**config.mk**
```make
export PLATFORM = sky130hd
export DESIGN_NAME = length_prefixed_frame_parser
export DESIGN_NICKNAME = d
export VERILOG_FILES = /design/src/hdl/lpfp_pkg.sv /design/src/hdl/lpfp_in_reg.sv /design/src/hdl/lpfp_parser.sv /design/src/hdl/length_prefixed_frame_parser.sv
export VERILOG_INCLUDE_DIRS = /design/src /design/src/hdl
export SDC_FILE = /design/constraint.sdc
export NUM_CORES = 1
export LEC_CHECK = 0
export ABC_CLOCK_PERIOD_IN_PS = 3700
export BUFFER_PORTS_ARGS = -buffer_cell sky130_fd_sc_hd__buf_4
export CELL_PAD_IN_SITES_DETAIL_PLACEMENT = 2
export CELL_PAD_IN_SITES_GLOBAL_PLACEMENT = 2
export CORE_ASPECT_RATIO = 1.75
export CORE_UTILIZATION = 34
export DETAILED_ROUTE_END_ITERATION = 10
export GPL_TIMING_DRIVEN = 0
export PLACE_DENSITY_LB_ADDON = 0.05
export REMOVE_ABC_BUFFERS = 1
export SYNTH_ARGS = -nofsm -noshare
export SYNTH_HDL_FRONTEND = slang
export SYNTH_HIERARCHICAL = 1
export SYNTH_SLANG_ARGS = --single-unit
```
**constraint.sdc**
```tcl
create_clock -name clock -period 3.7 [get_ports clock]
set_input_delay 0.555 -clock clock [delete_from_list [all_inputs] [get_ports clock]]
set_output_delay 0.555 -clock clock [all_outputs]
set_load 0.05 [all_outputs]
```
**src/hdl/length_prefixed_frame_parser_assert.svh**
```systemverilog
// ----------------------------------------------------------------------------
// Assertion macros for the length-prefixed frame parser
// Clocked on clock and switched off while reset is high.
// ----------------------------------------------------------------------------
`ifndef LENGTH_PREFIXED_FRAME_PARSER_ASSERT_SVH
`define LENGTH_PREFIXED_FRAME_PARSER_ASSERT_SVH

// property must hold at every edge
`define LPFP_ASSERT(lbl, prop, msg) \
   lbl: assert property (@(posedge clock) disable iff (reset) (prop)) else $error(msg);

// condition must never be seen
`define LPFP_ASSERT_NEVER(lbl, cond, msg) \
   lbl: assert property (@(posedge clock) disable iff (reset) !(cond)) else $error(msg);

`endif

```
**src/hdl/lpfp_pkg.sv**
```systemverilog
// ----------------------------------------------------------------------------
// lpfp_pkg
// Shared widths and transaction types for the frame parser.
// ----------------------------------------------------------------------------
package lpfp_pkg;

   localparam int BYTE_W = 8;
   localparam int LEN_W  = 16;

   typedef struct packed {
      logic              vld;
      logic [BYTE_W-1:0] data;
   } item_type;

   typedef struct packed {
      logic [BYTE_W-1:0] channel;
      logic [BYTE_W-1:0] payload_byte;
      logic              byte_valid;
      logic [LEN_W-1:0]  frame_length;
      logic              frame_last;
   } result_type;

endpackage

```
**src/hdl/lpfp_in_reg.sv**
```systemverilog
// ----------------------------------------------------------------------------
// lpfp_in_reg
// Input register: holds one received byte until the parser takes it.
// ----------------------------------------------------------------------------
module lpfp_in_reg (
   input  logic                      clock,
   input  logic                      reset,
   input  logic                      req_valid,
   output logic                      req_ready,
   input  logic [lpfp_pkg::BYTE_W-1:0] req_rx_byte,
   input  logic                      pop,
   output lpfp_pkg::item_type        item
);
   import lpfp_pkg::*;

   logic              vld_ff, vld_in;
   logic [BYTE_W-1:0] data_ff;

   assign req_ready = !vld_ff || pop;
   assign vld_in    = (req_valid && req_ready) || (vld_ff && !pop);

   always_ff @(posedge clock) begin
      if (reset) begin
         vld_ff <= 1'b0;
      end else begin
         vld_ff <= vld_in;
      end
   end

   always_ff @(posedge clock) begin
      if (req_valid && req_ready) begin
         data_ff <= req_rx_byte;
      end
   end

   assign item.vld  = vld_ff;
   assign item.data = data_ff;

endmodule

```
**src/hdl/lpfp_parser.sv**
```systemverilog
// ----------------------------------------------------------------------------
// lpfp_parser
// Header/payload state machine and result register.
// ----------------------------------------------------------------------------
`include "length_prefixed_frame_parser_assert.svh"

module lpfp_parser (
   input  logic                  clock,
   input  logic                  reset,
   input  lpfp_pkg::item_type    item,
   output logic                  pop,
   output logic                  rsp_valid,
   input  logic                  rsp_ready,
   output lpfp_pkg::result_type  rsp
);
   import lpfp_pkg::*;

   typedef enum logic [3:0] {
      PH_CHANNEL = 4'b0001,
      PH_LEN_HI  = 4'b0010,
      PH_LEN_LO  = 4'b0100,
      PH_PAYLOAD = 4'b1000
   } phase_type;

   phase_type         phase_ff, phase_in;
   logic [BYTE_W-1:0] chan_ff, chan_in;
   logic [LEN_W-1:0]  len_ff, len_in;
   logic [LEN_W-1:0]  left_ff, left_in;
   logic              out_vld_ff, out_vld_in;
   result_type        out_ff, res;
   logic              emit, out_free, last;

   assign out_free = !out_vld_ff || rsp_ready;
   assign last     = (left_ff <= LEN_W'(1));

   always_comb begin
      phase_in = phase_ff;
      chan_in  = chan_ff;
      len_in   = len_ff;
      left_in  = left_ff;
      emit     = 1'b0;
      res.channel      = chan_ff;
      res.payload_byte = item.data;
      res.byte_valid   = 1'b1;
      res.frame_length = len_ff;
      res.frame_last   = last;
      case (phase_ff)
         PH_CHANNEL: begin
            chan_in  = item.data;
            phase_in = PH_LEN_HI;
         end
         PH_LEN_HI: begin
            len_in   = {item.data, {BYTE_W{1'b0}}};
            phase_in = PH_LEN_LO;
         end
         PH_LEN_LO: begin
            len_in = {len_ff[LEN_W-1:BYTE_W], item.data};
            res.frame_length = len_in;
            if (len_in == '0) begin
               left_in  = '0;
               phase_in = PH_CHANNEL;
               emit     = 1'b1;
               res.payload_byte = '0;
               res.byte_valid   = 1'b0;
               res.frame_last   = 1'b1;
            end else begin
               left_in  = len_in;
               phase_in = PH_PAYLOAD;
            end
         end
         PH_PAYLOAD: begin
            emit    = 1'b1;
            left_in = last ? '0 : left_ff - LEN_W'(1);
            if (last) begin
               phase_in = PH_CHANNEL;
            end
         end
         default: begin
            phase_in = PH_CHANNEL;
         end
      endcase
   end

   assign pop        = item.vld && (!emit || out_free);
   assign out_vld_in = (pop && emit) || (out_vld_ff && !rsp_ready);

   always_ff @(posedge clock) begin
      if (reset) begin
         phase_ff   <= PH_CHANNEL;
         chan_ff    <= '0;
         len_ff     <= '0;
         left_ff    <= '0;
         out_vld_ff <= 1'b0;
      end else begin
         out_vld_ff <= out_vld_in;
         if (pop) begin
            phase_ff <= phase_in;
            chan_ff  <= chan_in;
            len_ff   <= len_in;
            left_ff  <= left_in;
         end
      end
   end

   always_ff @(posedge clock) begin
      if (pop && emit) begin
         out_ff <= res;
      end
   end

   assign rsp_valid = out_vld_ff;
   assign rsp       = out_ff;

   `LPFP_ASSERT(a_payload_has_bytes, (phase_ff == PH_PAYLOAD) |-> (left_ff != '0), "payload phase with no bytes left")
   `LPFP_ASSERT(a_empty_marker, (out_vld_ff && !out_ff.byte_valid) |-> (out_ff.frame_last && out_ff.payload_byte == '0 && out_ff.frame_length == '0), "malformed empty-frame marker")
   `LPFP_ASSERT_NEVER(a_no_overwrite, pop && emit && out_vld_ff && !rsp_ready, "result register overwritten")
   `LPFP_ASSERT(a_left_within_len, (phase_ff == PH_PAYLOAD) |-> (left_ff <= len_ff), "bytes left exceed frame length")

endmodule

```
**src/hdl/length_prefixed_frame_parser.sv**
```systemverilog
// Throughput: one byte per cycle while no result waits on rsp_ready; the input register
// refills as the parser drains it. Payload bytes pass the input then the result register.
// Header bytes give no transaction; payload bytes and empty-frame markers give one each.
// Reset (synchronous, active high) returns the parser to expecting a channel byte
// and empties both the input and the result register.
// ----------------------------------------------------------------------------
// length_prefixed_frame_parser
// Deframes channel / 16-bit length / payload byte streams into tagged bytes.
// ----------------------------------------------------------------------------
module length_prefixed_frame_parser (
   input  logic                        clock,
   input  logic                        reset,
   input  logic                        req_valid,
   output logic                        req_ready,
   input  logic [lpfp_pkg::BYTE_W-1:0] req_rx_byte,
   output logic                        rsp_valid,
   input  logic                        rsp_ready,
   output logic [lpfp_pkg::BYTE_W-1:0] rsp_channel,
   output logic [lpfp_pkg::BYTE_W-1:0] rsp_payload_byte,
   output logic                        rsp_byte_valid,
   output logic [lpfp_pkg::LEN_W-1:0]  rsp_frame_length,
   output logic                        rsp_frame_last
);
   import lpfp_pkg::*;

   item_type   item;
   result_type rsp;
   logic       pop;

   lpfp_in_reg u_in_reg (
      .clock       (clock),
      .reset       (reset),
      .req_valid   (req_valid),
      .req_ready   (req_ready),
      .req_rx_byte (req_rx_byte),
      .pop         (pop),
      .item        (item)
   );

   lpfp_parser u_parser (
      .clock     (clock),
      .reset     (reset),
      .item      (item),
      .pop       (pop),
      .rsp_valid (rsp_valid),
      .rsp_ready (rsp_ready),
      .rsp       (rsp)
   );

   assign rsp_channel      = rsp.channel;
   assign rsp_payload_byte = rsp.payload_byte;
   assign rsp_byte_valid   = rsp.byte_valid;
   assign rsp_frame_length = rsp.frame_length;
   assign rsp_frame_last   = rsp.frame_last;

endmodule
```
==> impl_metrics.yaml, run 1 <==
outcome:
  outcome: "finished clean"
setup_path:
  cpPeakStageDelay_ns: 0.53
  crit_chain: "nor4_1, nand4_1, o21ai_2, inv_1, nand2b_4, buf_4"
  critPathKind: "register to primary output"
  end_kind: "primary output"
  worstPathMaxFanout: 7
  crit_arrival_ns: 2.73
  crit_buf_inv: 2
  start_kind: "register"
  critical-path-top-delay-family: "simple AND/OR/NAND/NOR gates"
  required_ns: 3.14
  crit_slowest_cell: "edfxtp_1"
sta:
  holdWs_ns: 0.387
  period_needed_ns: 3.29
  finalHoldViolCount: 0
  rsz0062_at_grt: "false"
  slew_violations: 0
  setup_viol: 0
  setup_slack_ns: 0.411
  fin_crit_sh_pct: 88.9
  fin_skew_ns: 0.00843
  tightestPinTransition_ns: 1.18
  fmax_mhz: 304
  slew_headroom_pct: 20.7
power:
  cellPowerDensity_mw_per_mm2: 445
  p_int_uw: 1530
  clkPwrFrac_pct: 43.2
  peakVddDrop_uv: 251
  p_seq_share_pct: 53.1
  p_comb_share_pct: 3.7
  p_sw_share_pct: 23.7
  p_leak_uw: 0.00166
  power_switching_uw: 473
placement:
  portBuffers: 47
  gp_congestion: 0.808
  place_hpwl_mm: 7.46
  dpl.cell_count: 502
  dp_worst_setup_slack_ns: 0.521
routing:
  drt-vias-per-instance: 5.58
  routed_wirelength_mm: 10.7
  wl_per_cell_um: 20.7
  drc: 0
  dr.pass1.iters: 4
  via_count: 2893
  drtIter0Drc: 90
  drtAntennaViolNets: 0
die:
  dieArea_mm2: 0.0116
  core-area_mm2: 0.0108
  ioPinCount: 48
  core.rowCount: 50
  die_height_um: 142
  fp.dieW_um: 81.8
  start_util_pct: 35.2
clocking:
  cts-buffers-inserted: 9
  tritoncts: "done"
  cts_buffer_depth: 2
  postCtsSetupBuffers: 0
  hold_buffers: 0
  clk_latency_ns: 0.34
  clockRootBuffer: "clkbuf_16"
  post_cts_resized: 0
  clock_sinks: 88
  ctsHtreeMaxLevel: 3
  cts.clk_slew.worst_paths_ns: 0.07
cells_and_area:
  area_growth_pct: 18.6
  final_nets: 397
  post_layout_nonfiller_instances: 518
  final_layout_size_suffix_gt1_share_pct: 21.1
  diodes: 0
logic_synthesis:
  synth-seq-area-share_pct: 57.6
  synthFlopType: "dfxtp_1"
  postSynthAreaPerCell_um2: 10.7
  ys_seq_elements: 88
  yosysUniqueCellTypes: 58
  syn_area_mm2: 0.00379
  synthCells: 354
  synth_edf_count: 42
  synth_commonest_cells: "dfxtp_1, edfxtp_1, nand2_1, nor2_1, a21oi_1"
  synth_top_cell_area_share_pct: 33.3
  synthArstFlopShare_pct: 0
  synth_area_leaders: "edfxtp_1, dfxtp_1, nand2_1, a21oi_1, nor2_1"
  synth_most_common_cell: "dfxtp_1"
  synth_top_cell_by_area: "edfxtp_1"
  synth_warnings: 6
global_route:
  grt_pass1_vias: 2966
  antenna_found_initial: 0
  grt-ovfl-total: 0
  grt_first_pass_wirelength_mm: 16.7
  grt_usage_pct: 19.8
  grt_max_degree: 47
worst_hold_path:
  hold_class: "input pin to register"
job:
  drv_cap: 0
## routing by layer
| layer | global-route usage [%] | up-vias | wire (um) |
|---|---|---|---|
| met1 | 22.1 | 1469 | 4420 |
| li1 | - | 1365 | - |
| met5 | 0 | - | 0 |
| met3 | 2.96 | 14 | 204 |
| met2 | 35.8 | 45 | 5860 |
| met4 | 8.49 | 0 | 221 |
## cells in the final DEF, fill, tap and decap left out, types with 3 or more instances in the layout
cell type / netlist / routed
nand3_1: 13 / 13
dfxtp_1: 46 / 46
a21oi_1: 24 / 23
o32ai_1: 5 / 5
and2_1: 3 / 3
clkbuf_16: 0 / 9
nor3b_1: 3 / 3
edfxtp_1: 42 / 42
nand2_1: 40 / 40
a211oi_1: 4 / 4
nor2_1: 27 / 27
nor4_1: 14 / 14
nor3_1: 10 / 10
o21ai_0: 5 / 5
a21oi_2: 3 / 3
nand2b_1: 6 / 6
or4_1: 5 / 5
clkinv_2: 0 / 3
inv_1: 9 / 9
a22o_1: 8 / 8
xor2_1: 5 / 5
a221oi_1: 8 / 8
buf_4: 2 / 47
mux2i_1: 9 / 9
## logic make-up (layout without fill, tap and decap cells)
family                     after synthesis  after routing  synth area share (%)
AOI/OAI and AO/OA                       72             72                  14.0
xor gates and xnor gates                 5              5                  1.16
adders and majority gates                2              2                 0.661
and+or+nand+nor                        139            139                  19.6
DFF                                     88             88                  57.6
muxes                                    9              9                  2.38
buffers and inverters                   39             73                  4.49
## worst register-to-register path: cells and delay by family, from the launching register on
| kind | cells | cell delay (ns) |
|---|---|---|
| flip-flops | 1 | 0.53 |
| AND/OR/NAND/NOR | 4 | 1.29 |
| AO/OA/AOI/OAI | 1 | 0.46 |
| buffers and inverters | 1 | 0.12 |
## final timing paths
check,start,end,slack [ns],cells past startpoint
setup / recovery,u_in_reg/data_ff[7]$_DFFE_PP_,req_ready,0.41,6
hold / removal,req_rx_byte[5],u_in_reg/data_ff[5]$_DFFE_PP_,0.39,1
setup reg to reg,u_in_reg/data_ff[7]$_DFFE_PP_,u_in_reg/data_ff[3]$_DFFE_PP_,1.04,6
hold reg to reg,u_parser/chan_ff[2]$_SDFFE_PP0P_,u_parser/rsp[28]$_DFFE_PP_,0.44,0
## metrics by stage
stage	cell area (um2)	power, uW	util, %	setup TNS [ns]
2_1_floorplan	3650	1110	-	0
3_3_place_gp	4170	1150	38.7	-37.35
3_5_place_dp	4200	1160	39.1	0
4_1_cts	4480	2030	41.7	0
5_1_grt	4490	2070	41.7	0
6_report	4490	2000	41.7	0
## power groups by stage
stage	Sequential, uW	Clock (uW)	Combinational, uW
CTS	1060	892	74.7
finish	1060	864	73.1
detailed placement	1080	0	73.8
global placement	1080	0	70.7
floorplan	1070	0	42.3
global route	1060	928	80.3
## flip-flops by register name (all words and copies together) (netlist names)
name,count
u_parser/left_ff,16
u_parser/rsp_valid,1
u_in_reg/vld_ff,1
u_in_reg/data_ff,8
u_parser/rsp,34
u_parser/len_ff,16
u_parser/phase_ff,4
u_parser/chan_ff,8
## layout make-up
| type | instances | area (um2) |
|---|---|---|
| Fill cell | 1142 | 6270 |
| Timing Repair Buffer | 48 | 380 |
| Clock inverter | 7 | 52.6 |
| Clock buffer | 9 | 225 |
| Inverter | 9 | 33.8 |
| Tap cell | 130 | 163 |
| Multi-Input combinational cell | 227 | 1450 |
| Sequential cell | 88 | 2180 |
Power figures use the tool's default switching activity.
==> run 2, diff against run 1 <==
--- a/config.mk
+++ b/config.mk
@@ -6,12 +6,13 @@
 export SDC_FILE = /design/constraint.sdc
 export NUM_CORES = 1
 export LEC_CHECK = 0
+export ABC_AREA = 1
 export ABC_CLOCK_PERIOD_IN_PS = 3700
 export BUFFER_PORTS_ARGS = -buffer_cell sky130_fd_sc_hd__buf_4
 export CELL_PAD_IN_SITES_DETAIL_PLACEMENT = 2
 export CELL_PAD_IN_SITES_GLOBAL_PLACEMENT = 2
 export CORE_ASPECT_RATIO = 1.75
-export CORE_UTILIZATION = 34
+export CORE_UTILIZATION = 31
 export DETAILED_ROUTE_END_ITERATION = 10
 export GPL_TIMING_DRIVEN = 0
 export PLACE_DENSITY_LB_ADDON = 0.05
==> impl_metrics.yaml, run 2 <==
cells_and_area:
  diodes: 0
  final_layout_size_suffix_gt1_share_pct: 14.9
  area_growth_pct: 17.7
  regArea_mm2: 0.00218
  final_nets: 558
  stdcell_area_mm2: 0.00483
  largest_register_ffs: 34
  fin_util_pct: 37.3
  final_common_cell: "nand2_1"
  layout_common_cells: "nand2_1, nor2_1, inv_1"
  filler_cell_count: 1586
  multi_input_area_mm2: 0.00153
logic_synthesis:
  synth_commonest_cells: "nand2_1, nor2_1, inv_1, dfxtp_1, edfxtp_1"
  syn_area_mm2: 0.00410
  yosys.area_share.adder_pct: 0.610
  synth-simple-area-share_pct: 29.9
  synth_compound_area_share_pct: 5.34
  synthArstFlopShare_pct: 0
  synth-seq-area-share_pct: 53.2
  synthCells: 513
  synth_top_cell_by_area: "edfxtp_1"
  ys_seq_elements: 88
  synth_mux_area_share_pct: 0
  synth_most_common_cell: "nand2_1"
  synth_top_cell_area_share_pct: 30.7
  postSynthAreaPerCell_um2: 8.00
  synth_xor_area_share_pct: 1.49
  synth_warnings: 6
  yosysUniqueCellTypes: 29
  synth_edf_count: 42
  synth_area_leaders: "edfxtp_1, dfxtp_1, nand2_1, nor2_1, inv_1"
  synthFlopType: "dfxtp_1"
  synth_top_family_by_area: "simple AND/OR/NAND/NOR gates"
routing:
  drtAntennaViolNets: 0
  via_count: 3431
  drt-vias-per-instance: 4.77
  wl_per_cell_um: 17.6
  routed_wirelength_mm: 12.7
  dr.pass1.iters: 4
  drc: 0
  drtIter0Drc: 117
clocking:
  hold_buffers: 0
  ctsHtreeMaxLevel: 3
  cts_buffer_depth: 2
  clockRootBuffer: "clkbuf_16"
  postCtsSetupBuffers: 0
  tritoncts: "done"
  clock_sinks: 88
  cts-buffers-inserted: 9
  clk_latency_ns: 0.34
  post_cts_resized: 0
  cts.clk_slew.worst_paths_ns: 0.07
global_route:
  met2_usage_pct: 37.6
  grt-ovfl-total: 0
  use_met1_pct: 22.1
  gr-usage-met3_pct: 3.04
  antenna_found_initial: 0
  grt.busiest_layer: "met2"
  grt_usage_pct: 20.0
  grt_max_degree: 36
  grt_pass1_vias: 3841
  grt_first_pass_wirelength_mm: 20.3
sta:
  tightestPinTransition_ns: 1.23
  slew_headroom_pct: 18.0
  fin_skew_ns: 0.0117
  fin_crit_sh_pct: 84.7
  setup_tns_ns: 0
  rsz0062_at_grt: "false"
  setup_viol: 0
  holdWs_ns: 0.389
  fmax_mhz: 319
  slew_violations: 0
  period_needed_ns: 3.13
  finalHoldViolCount: 0
die:
  core-area_mm2: 0.0129
  fp.dieW_um: 89.0
  dieArea_mm2: 0.0137
  core.rowCount: 55
  start_util_pct: 31.7
  ioPinCount: 48
  die_height_um: 154
placement:
  place_hpwl_mm: 8.91
  portBuffers: 47
  gp_congestion: 0.813
  post_dp_cell_area_mm2: 0.00453
setup_path:
  end_kind: "primary output"
  critPathKind: "register to primary output"
  start_kind: "register"
  worstPathMaxFanout: 35
  required_ns: 3.14
  crit_chain: "nor2_2, nand3_2, inv_2, nand3_4, nand2_4, a21boi_0, inv_2, nand2_2, buf_4"
  crit_slowest_cell: "nand3_2"
  cpPeakStageDelay_ns: 0.56
  crit_arrival_ns: 2.58
  critPathMostFrequentCell: "inv_2"
worst_hold_path:
  hold_class: "input pin to register"
power:
  p_comb_share_pct: 7.6
  clkPwrFrac_pct: 41.4
  power_switching_uw: 543
  p_leak_uw: 0.00218
  p_seq_share_pct: 51.0
  cellPowerDensity_mw_per_mm2: 436
  p_sw_share_pct: 25.8
  p_int_uw: 1560
  peakVddDrop_uv: 214
outcome:
  outcome: "finished clean"
job:
  drv_cap: 0
-- run 2: changes by cell type after synthesis, sizes merged, moves of 10 or more --
cell,change
a21oi,-12
inv,+54
nand2,+98
nand3,+20
nand4,+11
nor2,+68
nor3,-10
nor4,-13
o21ai,+12
-- run 2: power groups by stage --
stage	Clock [uW]	Combinational [uW]	Sequential [uW]
6_report	871	159	1070
5_1_grt	945	179	1080
4_1_cts	907	161	1070
3_5_place_dp	0	158	1100
3_3_place_gp	0	152	1090
2_1_floorplan	0	97.1	1090
-- run 2: metrics by stage --
stage                     total power (uW)  std cells  setup slack, ns
after floorplan                       1190        485             1.23
final                                 2100        720            0.566
after global placement                1250        703            0.439
after detailed placement              1250        703            0.293
after CTS                             2140        719            0.238
after global routing                  2200        720            0.346
-- run 2: critical path: cells and delay by family (launching register included) --
| family | cells | cell delay (ns) |
|---|---|---|
| AND/OR/NAND/NOR | 5 | 1.03 |
| buffers and inverters | 3 | 0.65 |
| flip-flops | 1 | 0.35 |
| AO/OA/AOI/OAI | 1 | 0.20 |
-- run 2: logic make-up (layout without fill, tap and decap cells) --
logic type,count (synthesis),count (layout)
AO/OA/AOI/OAI,41,41
XOR/XNOR,7,7
adder cells (fa/ha/maj),2,2
buffers and inverters,93,129
flip-flops,88,88
AND/OR/NAND/NOR,282,282
-- run 2: final timing paths --
| path | from | end | slack [ns] | cells past startpoint |
|---|---|---|---|---|
| min | req_rx_byte[0] | u_in_reg/data_ff[0]$_DFFE_PP_ | 0.39 | 1 |
| max | u_parser/phase_ff[1]$_SDFFE_PP0P_ | req_ready | 0.57 | 9 |
| min reg2reg | u_parser/chan_ff[0]$_SDFFE_PP0P_ | u_parser/rsp[26]$_DFFE_PP_ | 0.43 | 0 |
| max reg2reg | u_parser/phase_ff[3]$_SDFFE_PP0P_ | u_in_reg/data_ff[4]$_DFFE_PP_ | 0.76 | 8 |
-- run 2: cell type report --
type                       count  share of cell area [%]
clock buffer                  10                    4.74
clock inverter                 6                    1.06
inverter                      65                    5.05
tap                          171                    4.43
timing repair buffer          48                    7.72
sequential                    88                    45.2
multi-input combinational    332                    31.8
-- run 2: per-layer routing --
| metal | vias up | routed length (um) |
|---|---|---|
| li1 | 1677 | - |
| met4 | 0 | 298 |
| met3 | 17 | 260 |
| met2 | 49 | 7030 |
| met5 | - | 0 |
| met1 | 1688 | 5070 |
